File: config.mk
export PLATFORM = sky130hd
export DESIGN_NAME = rational_multiply_reduce
export DESIGN_NICKNAME = d
export VERILOG_FILES = /design/src/rtl/core/rmr_pkg.sv /design/src/rtl/core/rmr_front.sv /design/src/rtl/core/rmr_back.sv /design/src/rtl/core/rational_multiply_reduce.sv
export SDC_FILE = /design/constraint.sdc
export NUM_CORES = 2
export LEC_CHECK = 0
export ABC_CLOCK_PERIOD_IN_PS = 27500
export BUFFER_PORTS_ARGS = -buffer_cell sky130_fd_sc_hd__buf_2
export CAP_MARGIN = 20
export CORE_MARGIN = 8
export CORE_UTILIZATION = 50
export DETAILED_ROUTE_END_ITERATION = 8
export PLACE_DENSITY = 0.66
export SLEW_MARGIN = 10
export SYNTH_ARGS = -nofsm -noshare
export SYNTH_HDL_FRONTEND = slang
export SYNTH_SLANG_ARGS = --single-unit
File: constraint.sdc
create_clock -name clk_i -period 27.5 [get_ports clk_i]
set_clock_uncertainty 0.1 [all_clocks]
set_input_delay 1.375 -clock clk_i [delete_from_list [all_inputs] [get_ports clk_i]]
set_output_delay 1.375 -clock clk_i [all_outputs]
set_load 0.005 [all_outputs]
File: src/rtl/core/rmr_pkg.sv
// ----------------------------------------------------------------------------
// rmr_pkg
// shared widths and types for the rational multiply and reduce block
// ----------------------------------------------------------------------------
`default_nettype none

package rmr_pkg;

  localparam int unsigned DATA_WIDTH = 16;
  localparam int unsigned PROD_WIDTH = 2 * DATA_WIDTH;
  localparam int unsigned OUT_WIDTH  = 32;
  localparam int unsigned IN_BYTES   = (4 * DATA_WIDTH + 7) / 8;
  localparam int unsigned OUT_BYTES  = (2 * OUT_WIDTH + 7) / 8;
  localparam int unsigned CNT_WIDTH  = $clog2(PROD_WIDTH + 1);
  localparam int unsigned FIFO_DEPTH = 2;

  typedef struct packed {
    logic                           zero;
    logic                           p_neg;
    logic                           q_neg;
    logic [PROD_WIDTH-1:0]          p_mag;
    logic [PROD_WIDTH-1:0]          q_mag;
  } job_t;

  typedef enum logic [2:0] {
    ST_IDLE,
    ST_GCD,
    ST_DIVP,
    ST_DIVQ,
    ST_OUT
  } back_state_e;

endpackage

`default_nettype wire

File: src/rtl/core/rmr_front.sv
// ----------------------------------------------------------------------------
// rmr_front
// forms both products, their magnitudes and signs, and queues the job
// ----------------------------------------------------------------------------
`default_nettype none

module rmr_front import rmr_pkg::*; (
  input  wire logic                    clk_i,
  input  wire logic                    rst_ni,
  input  wire logic                    in_valid_i,
  output logic                         in_ready_o,
  input  wire logic [DATA_WIDTH-1:0]   num_a_i,
  input  wire logic [DATA_WIDTH-1:0]   den_a_i,
  input  wire logic [DATA_WIDTH-1:0]   num_b_i,
  input  wire logic [DATA_WIDTH-1:0]   den_b_i,
  output logic                         job_valid_o,
  input  wire logic                    job_ready_i,
  output job_t                         job_o
);

  logic signed [PROD_WIDTH-1:0] p_s, q_s;
  job_t                         new_job;
  job_t                         fifo_q [FIFO_DEPTH];
  logic                         rd_ptr_q, wr_ptr_q;
  logic [1:0]                   cnt_q;
  logic                         push, pop;

  always_comb begin
    p_s = $signed(num_a_i) * $signed(num_b_i);
    q_s = $signed(den_a_i) * $signed(den_b_i);
    new_job.p_neg = p_s[PROD_WIDTH-1];
    new_job.q_neg = q_s[PROD_WIDTH-1];
    new_job.p_mag = p_s[PROD_WIDTH-1] ? PROD_WIDTH'(-p_s) : PROD_WIDTH'(p_s);
    new_job.q_mag = q_s[PROD_WIDTH-1] ? PROD_WIDTH'(-q_s) : PROD_WIDTH'(q_s);
    new_job.zero  = (p_s == '0) && (q_s == '0);
  end

  assign in_ready_o  = (cnt_q != 2'(FIFO_DEPTH));
  assign job_valid_o = (cnt_q != 2'd0);
  assign push        = in_valid_i && in_ready_o;
  assign pop         = job_valid_o && job_ready_i;
  assign job_o       = fifo_q[rd_ptr_q];

  always_ff @(posedge clk_i) begin
    if (push) begin
      fifo_q[wr_ptr_q] <= new_job;
    end
  end

  always_ff @(posedge clk_i or negedge rst_ni) begin
    if (!rst_ni) begin
      rd_ptr_q <= 1'b0;
      wr_ptr_q <= 1'b0;
      cnt_q    <= 2'd0;
    end else begin
      if (push) wr_ptr_q <= ~wr_ptr_q;
      if (pop)  rd_ptr_q <= ~rd_ptr_q;
      cnt_q <= cnt_q + 2'(push) - 2'(pop);
    end
  end

  assert property (@(posedge clk_i) disable iff (!rst_ni) cnt_q <= 2'(FIFO_DEPTH))
    else $error("queue overflow");
  assert property (@(posedge clk_i) disable iff (!rst_ni)
    (push && !pop) |=> (cnt_q == $past(cnt_q) + 2'd1))
    else $error("queue count lost a push");
  assert property (@(posedge clk_i) disable iff (!rst_ni)
    (cnt_q == 2'd0) |-> (rd_ptr_q == wr_ptr_q))
    else $error("pointers differ when empty");

endmodule

`default_nettype wire

File: src/rtl/core/rmr_back.sv
// ----------------------------------------------------------------------------
// rmr_back
// euclid gcd by restoring remainder steps, then two restoring divisions
// ----------------------------------------------------------------------------
`default_nettype none

module rmr_back import rmr_pkg::*; (
  input  wire logic                    clk_i,
  input  wire logic                    rst_ni,
  input  wire logic                    job_valid_i,
  output logic                         job_ready_o,
  input  job_t                         job_i,
  output logic                         res_valid_o,
  input  wire logic                    res_ready_i,
  output logic [OUT_WIDTH-1:0]         num_out_o,
  output logic [OUT_WIDTH-1:0]         den_out_o,
  output logic                         zero_error_o
);

  localparam int unsigned W = PROD_WIDTH;

  back_state_e           state_q, state_d;
  job_t                  job_q;
  logic [W-1:0]          a_q, a_d, b_q, b_d;
  logic [W-1:0]          rem_q, rem_d, quo_q, quo_d, dvd_q, dvd_d;
  logic [CNT_WIDTH-1:0]  cnt_q, cnt_d;
  logic [W-1:0]          np_q, np_d;
  logic [OUT_WIDTH-1:0]  nout_q, nout_d, dout_q, dout_d;
  logic                  zerr_q, zerr_d;
  logic                  load;
  logic [W:0]            trial;
  logic [W-1:0]          rem_sh;
  logic [W-1:0]          divisor;
  logic [W-1:0]          np_signed, nq_signed;

  assign job_ready_o  = (state_q == ST_IDLE);
  assign load         = job_valid_i && job_ready_o;
  assign res_valid_o  = (state_q == ST_OUT);
  assign num_out_o    = nout_q;
  assign den_out_o    = dout_q;
  assign zero_error_o = zerr_q;

  // one restoring step: shift in next dividend bit, subtract divisor
  assign divisor = (state_q == ST_GCD) ? b_q : a_q;
  assign rem_sh  = {rem_q[W-2:0], dvd_q[W-1]};
  assign trial   = {rem_q, dvd_q[W-1]} - {1'b0, divisor};
  assign np_signed = job_q.p_neg ? W'(-np_q) : np_q;
  assign nq_signed = job_q.q_neg ? W'(-{quo_q[W-2:0], ~trial[W]}) :
                     {quo_q[W-2:0], ~trial[W]};

  always_comb begin
    state_d = state_q;
    a_d = a_q; b_d = b_q; rem_d = rem_q; quo_d = quo_q; dvd_d = dvd_q;
    cnt_d = cnt_q; np_d = np_q; nout_d = nout_q; dout_d = dout_q; zerr_d = zerr_q;
    unique case (state_q)
      ST_IDLE: begin
        if (load) begin
          a_d   = job_i.p_mag;
          b_d   = job_i.q_mag;
          rem_d = '0;
          dvd_d = job_i.p_mag;
          cnt_d = '0;
          if (job_i.zero) begin
            nout_d = '0; dout_d = '0; zerr_d = 1'b1;
            state_d = ST_OUT;
          end else if (job_i.q_mag == '0) begin
            state_d = ST_DIVP;
          end else begin
            state_d = ST_GCD;
          end
        end
      end
      ST_GCD: begin
        rem_d = trial[W] ? rem_sh : trial[W-1:0];
        dvd_d = {dvd_q[W-2:0], 1'b0};
        cnt_d = cnt_q + 1'b1;
        if (cnt_q == CNT_WIDTH'(W - 1)) begin
          cnt_d = '0;
          dvd_d = b_q;
          rem_d = '0;
          a_d   = b_q;
          if ((trial[W] ? rem_sh : trial[W-1:0]) == '0) begin
            dvd_d = job_q.p_mag;
            state_d = ST_DIVP;
          end else begin
            b_d = trial[W] ? rem_sh : trial[W-1:0];
          end
        end
      end
      ST_DIVP, ST_DIVQ: begin
        rem_d = trial[W] ? rem_sh : trial[W-1:0];
        quo_d = {quo_q[W-2:0], ~trial[W]};
        dvd_d = {dvd_q[W-2:0], 1'b0};
        cnt_d = cnt_q + 1'b1;
        if (cnt_q == CNT_WIDTH'(W - 1)) begin
          cnt_d = '0;
          rem_d = '0;
          if (state_q == ST_DIVP) begin
            np_d    = {quo_q[W-2:0], ~trial[W]};
            dvd_d   = job_q.q_mag;
            state_d = ST_DIVQ;
          end else begin
            nout_d  = OUT_WIDTH'(np_signed);
            dout_d  = OUT_WIDTH'(nq_signed);
            zerr_d  = 1'b0;
            state_d = ST_OUT;
          end
        end
      end
      ST_OUT: begin
        if (res_ready_i) state_d = ST_IDLE;
      end
      default: state_d = ST_IDLE;
    endcase
  end

  always_ff @(posedge clk_i) begin
    if (load) job_q <= job_i;
    a_q <= a_d; b_q <= b_d; rem_q <= rem_d; quo_q <= quo_d; dvd_q <= dvd_d;
    np_q <= np_d; nout_q <= nout_d; dout_q <= dout_d; zerr_q <= zerr_d;
  end

  always_ff @(posedge clk_i or negedge rst_ni) begin
    if (!rst_ni) begin
      state_q <= ST_IDLE;
      cnt_q   <= '0;
    end else begin
      state_q <= state_d;
      cnt_q   <= cnt_d;
    end
  end

  assert property (@(posedge clk_i) disable iff (!rst_ni)
    (res_valid_o && !res_ready_i) |=> (res_valid_o && $stable(num_out_o)))
    else $error("result changed while stalled");
  assert property (@(posedge clk_i) disable iff (!rst_ni)
    (res_valid_o && zero_error_o) |-> (num_out_o == '0 && den_out_o == '0))
    else $error("error result not zero");
  assert property (@(posedge clk_i) disable iff (!rst_ni)
    (state_q == ST_GCD) |-> (b_q != '0))
    else $error("gcd divisor zero");

endmodule

`default_nettype wire

File: src/rtl/core/rational_multiply_reduce.sv
// ----------------------------------------------------------------------------
// rational_multiply_reduce
// multiplies two signed fractions and reduces the product by its gcd
// ----------------------------------------------------------------------------
// order of work: euclid remainder steps, each a full restoring pass, then the
// two divisions; a request with both products zero goes straight to the result
// throughput: one request at a time in the divider unit; a 2-entry queue lets
// the next requests enter meanwhile
// reset: clears the queue and the back state machine, no payload reset
`default_nettype none

module rational_multiply_reduce import rmr_pkg::*; (
  input  wire logic                    clk_i,
  input  wire logic                    rst_ni,
  input  wire logic                    s_axis_tvalid,
  output logic                         s_axis_tready,
  // num_a, den_a, num_b, den_b
  input  wire logic [IN_BYTES*8-1:0]   s_axis_tdata,
  output logic                         m_axis_tvalid,
  input  wire logic                    m_axis_tready,
  // num_out, den_out
  output logic [OUT_BYTES*8-1:0]       m_axis_tdata,
  // zero_error
  output logic                         m_axis_tuser
);

  logic job_valid, job_ready;
  job_t job;
  logic [OUT_WIDTH-1:0] num_out, den_out;

  rmr_front u_front (
    .clk_i, .rst_ni,
    .in_valid_i  (s_axis_tvalid),
    .in_ready_o  (s_axis_tready),
    .num_a_i     (s_axis_tdata[DATA_WIDTH-1:0]),
    .den_a_i     (s_axis_tdata[2*DATA_WIDTH-1:DATA_WIDTH]),
    .num_b_i     (s_axis_tdata[3*DATA_WIDTH-1:2*DATA_WIDTH]),
    .den_b_i     (s_axis_tdata[4*DATA_WIDTH-1:3*DATA_WIDTH]),
    .job_valid_o (job_valid),
    .job_ready_i (job_ready),
    .job_o       (job)
  );

  rmr_back u_back (
    .clk_i, .rst_ni,
    .job_valid_i  (job_valid),
    .job_ready_o  (job_ready),
    .job_i        (job),
    .res_valid_o  (m_axis_tvalid),
    .res_ready_i  (m_axis_tready),
    .num_out_o    (num_out),
    .den_out_o    (den_out),
    .zero_error_o (m_axis_tuser)
  );

  assign m_axis_tdata = {den_out, num_out};

endmodule

`default_nettype wire

==> impl_metrics.csv <==
group,metric,value,unit
run_status,run_status,"finished, final reports clean",
timing,period_share,32.0,%
global_routing,use_met3,1.78,%
drt,postRouteAntennaNets,0,
clock_network,cts_root_buf,"clkbuf_16",
timing,rsz0062_at_grt,"no",
placement,place_hpwl,76300,microns
clock_network,cts_hold_buf,0,
layout,layout_common_cells,"inv_1 (617), fa_1 (525), edfxtp_1 (456)",
logic_synthesis,synth_top_family_by_area,"adder cells",
layout,diodes,0,
critical_path,crit_fanout,24,
layout,fillCellCount,7576,
global_routing,grt_use_met2,34.8,%
logic_synthesis,syn_area,0.0429,sq mm
logic_synthesis,async_reset_ff_share,2.77,%
clock_network,cts-buffers-inserted,47,
global_routing,antenna_found_initial,0,
layout,nets,4939,
drt,drt_iter0_drc,2060,
global_routing,top_usage_layer,"met2",
clock_network,clk_latency,0.58,ns
clock_network,cts_tree,"built",
logic_synthesis,syn_inst,4101,
logic_synthesis,synthAdderAreaFrac,30.4,%
critical_path,r2r_slack,19.73,ns
layout,layout_commonest_cell,"inv_1",
logic_synthesis,syn_avg_cell_area,10.5,sq um
clock_network,post-cts-setup-buffer-count,0,
timing,hold_viol_final,0,
clock_network,cts.htree.levels,2,
logic_synthesis,yosys.cell_types.count,94,
placement,io_buffers,134,
timing,timing.slew.headroom,30.4,%
timing,fin_crit,8.80,ns
min_path,hold_path.class,"reg2reg",
clock_network,clockBufferDepth,3,
global_routing,grtUsageTotal,21.0,%
timing,finalMaxSlewViolations,0,
timing,timing.setup.tns,0,ns
die,die_x,309,microns
logic_synthesis,synth_edf_count,456,
global_routing,use_met1,30.4,%
critical_path,required,27.68,ns
die,start_util,50.4,%
logic_synthesis,synth_compound_area_share,8.00,%
layout,drive_gt1_share,8.26,%
global_routing,grt_pass1_vias,29933,
logic_synthesis,synthMuxAreaShare,3.79,%
job,cap_violations,0,
clock_network,cts.sinks,469,
timing,fmax,114,MHz
clock_network,path_clk_slew,0.06,ns
drt,wl_per_cell,18.8,microns
drt,wl,100000,microns
logic_synthesis,yosysWarnings,0,
global_routing,grt_max_degree,75,
logic_synthesis,synth-seq-cells,469,
drt,firstDrtPassIters,7,
clock_network,post_cts_resized,0,
critical_path,end_kind,"flip-flop",
logic_synthesis,synth_flop_cell,"edfxtp_1",
layout,area_delta_synth_final,7.54,%
critical_path,path_class,"in2reg",
placement,gp_congestion,0.912,
logic_synthesis,synth_nets,4897,
global_routing,grt_pass1_wl,163000,microns
critical_path,startpoint_type,"input pin",
die,num_rows,107,
drt,vias,29162,
die,die_h,309,microns
die,die_area,0.0955,sq mm
logic_synthesis,synthSimpleGateAreaFrac,13.9,%
logic_synthesis,ys_seq_area_share,32.6,%
drt,vias_per_cell,5.48,
die,coreArea,0.0851,sq mm
logic_synthesis,synth_xor_area_share,4.24,%
global_routing,gr-total-overflow,0,
die,ios,135,
timing,setup_violations,0,
timing,worstMarginPinSlew,1.04,ns
drt,drc,0,
critical_path,critPathArrivalTime,8.98,ns
## synthesized netlist by cell type, drive strengths merged, types with 28 or more instances
| cell | count | area share (%) |
|---|---|---|
| xor2 | 110 | 2.2 |
| inv | 619 | 5.4 |
| nand2 | 350 | 3.1 |
| nand2b | 38 | 0.55 |
| o21ai | 135 | 1.6 |
| mux2 | 68 | 1.8 |
| nor2 | 352 | 3.1 |
| nor4 | 32 | 0.50 |
| and2 | 258 | 3.8 |
| mux2i | 86 | 2.0 |
| nand3 | 35 | 0.41 |
| nor3 | 40 | 0.52 |
| a222oi | 31 | 0.72 |
| o31ai | 29 | 0.51 |
| xnor2 | 98 | 2.0 |
| a21oi | 147 | 1.7 |
| fa | 525 | 24 |
| edfxtp | 456 | 32 |
| ha | 203 | 5.9 |
| a21o | 28 | 0.49 |
| clkbuf | 140 | 1.2 |
## state kept, by name, indices dropped and copies added, names as in the netlist
register and flops:
u_back.dvd_q 32, u_back.np_q 32, u_back.rem_q 32, u_back.zero_error_o 1
u_back.num_out_o 32, u_back.state_q 3, u_back.den_out_o 32, u_back.job_q 66
u_front.rd_ptr_q 1, u_back.cnt_q 6, u_front.fifo_q 134, u_back.a_q 32
u_front.wr_ptr_q 1, u_back.quo_q 31, u_front.cnt_q 2, u_back.b_q 32
## critical path, cell delays in order
cell	delay (ns)
buf_2	0.21
nand2_1	0.15
inv_1	0.09
fa_1	0.71
inv_1	0.14
fa_1	0.48
inv_1	0.30
fa_1	0.51
fa_1	0.58
fa_1	0.43
fa_1	0.44
ha_1	0.35
a21o_1	0.20
a21o_1	0.18
a221o_1	0.34
a31oi_1	0.23
o21ai_1	0.15
a21o_1	0.19
a21o_1	0.18
xor2_1	0.72
inv_1	0.60
o21ai_0	0.29
xnor2_1	0.13
## cells by family (layout without fill, tap and decap cells)
logic type | count (synthesis) | after routing
xor gates and xnor gates | 208 | 208
adders and majority gates | 728 | 728
and+or+nand+nor | 1232 | 1232
buffers and inverters | 784 | 862
DFF | 469 | 469
AOI/OAI and AO/OA | 526 | 526
muxes | 154 | 154
## path summary, 6_finish.rpt
path                                   startpoint                    end  cells after the start
worst max-delay path             s_axis_tdata[33]  u_front.fifo_q[1][50]                     23
worst min-delay path             u_back.quo_q[30]        u_back.np_q[31]                      0
worst max register to register  u_back.state_q[1]   u_back.den_out_o[30]                     24
worst min register to register   u_back.quo_q[30]        u_back.np_q[31]                      0
max in group asynchronous                  rst_ni       u_front.rd_ptr_q                      1
min in group asynchronous                  rst_ni        u_back.cnt_q[2]                      1
## cell type report
type                    count  area (sq um)  share of cell area [%]
multi-input cells        2848         26000                    56.3
flip-flops and latches    469         14000                    30.4
inverters                 620          2330                    5.04
well taps                1144          1430                    3.10
clock buffers              57          1250                    2.71
repair buffers            157           841                    1.82
clock inverters            28           330                   0.715
## per-layer routing
| layer | wire, microns | part of all wire, % |
|---|---|---|
| met1 | 46000 | 46 |
| met2 | 47600 | 47 |
| met3 | 5120 | 5.1 |
| met4 | 1530 | 1.5 |
| met5 | 0 | 0 |
## metrics by stage
step                      utilization (%)  hold slack [ns]  instance area, sq um  worst slack, ns  std cells
final                                54.2            0.391                 46200            18.70       5323
after global routing                 54.2            0.406                 46200            18.30       5323
after CTS                            54.2            0.389                 46200            18.72       5322
after detailed placement             52.4            0.354                 44600            18.17       5237
after global placement               52.4            0.352                 44600            18.38       5237
after floorplan                         -            0.348                 42900            18.74       4101
Power is not shown: default switching activity piles up to over one toggle a cycle in this logic, so the estimate is an artifact.
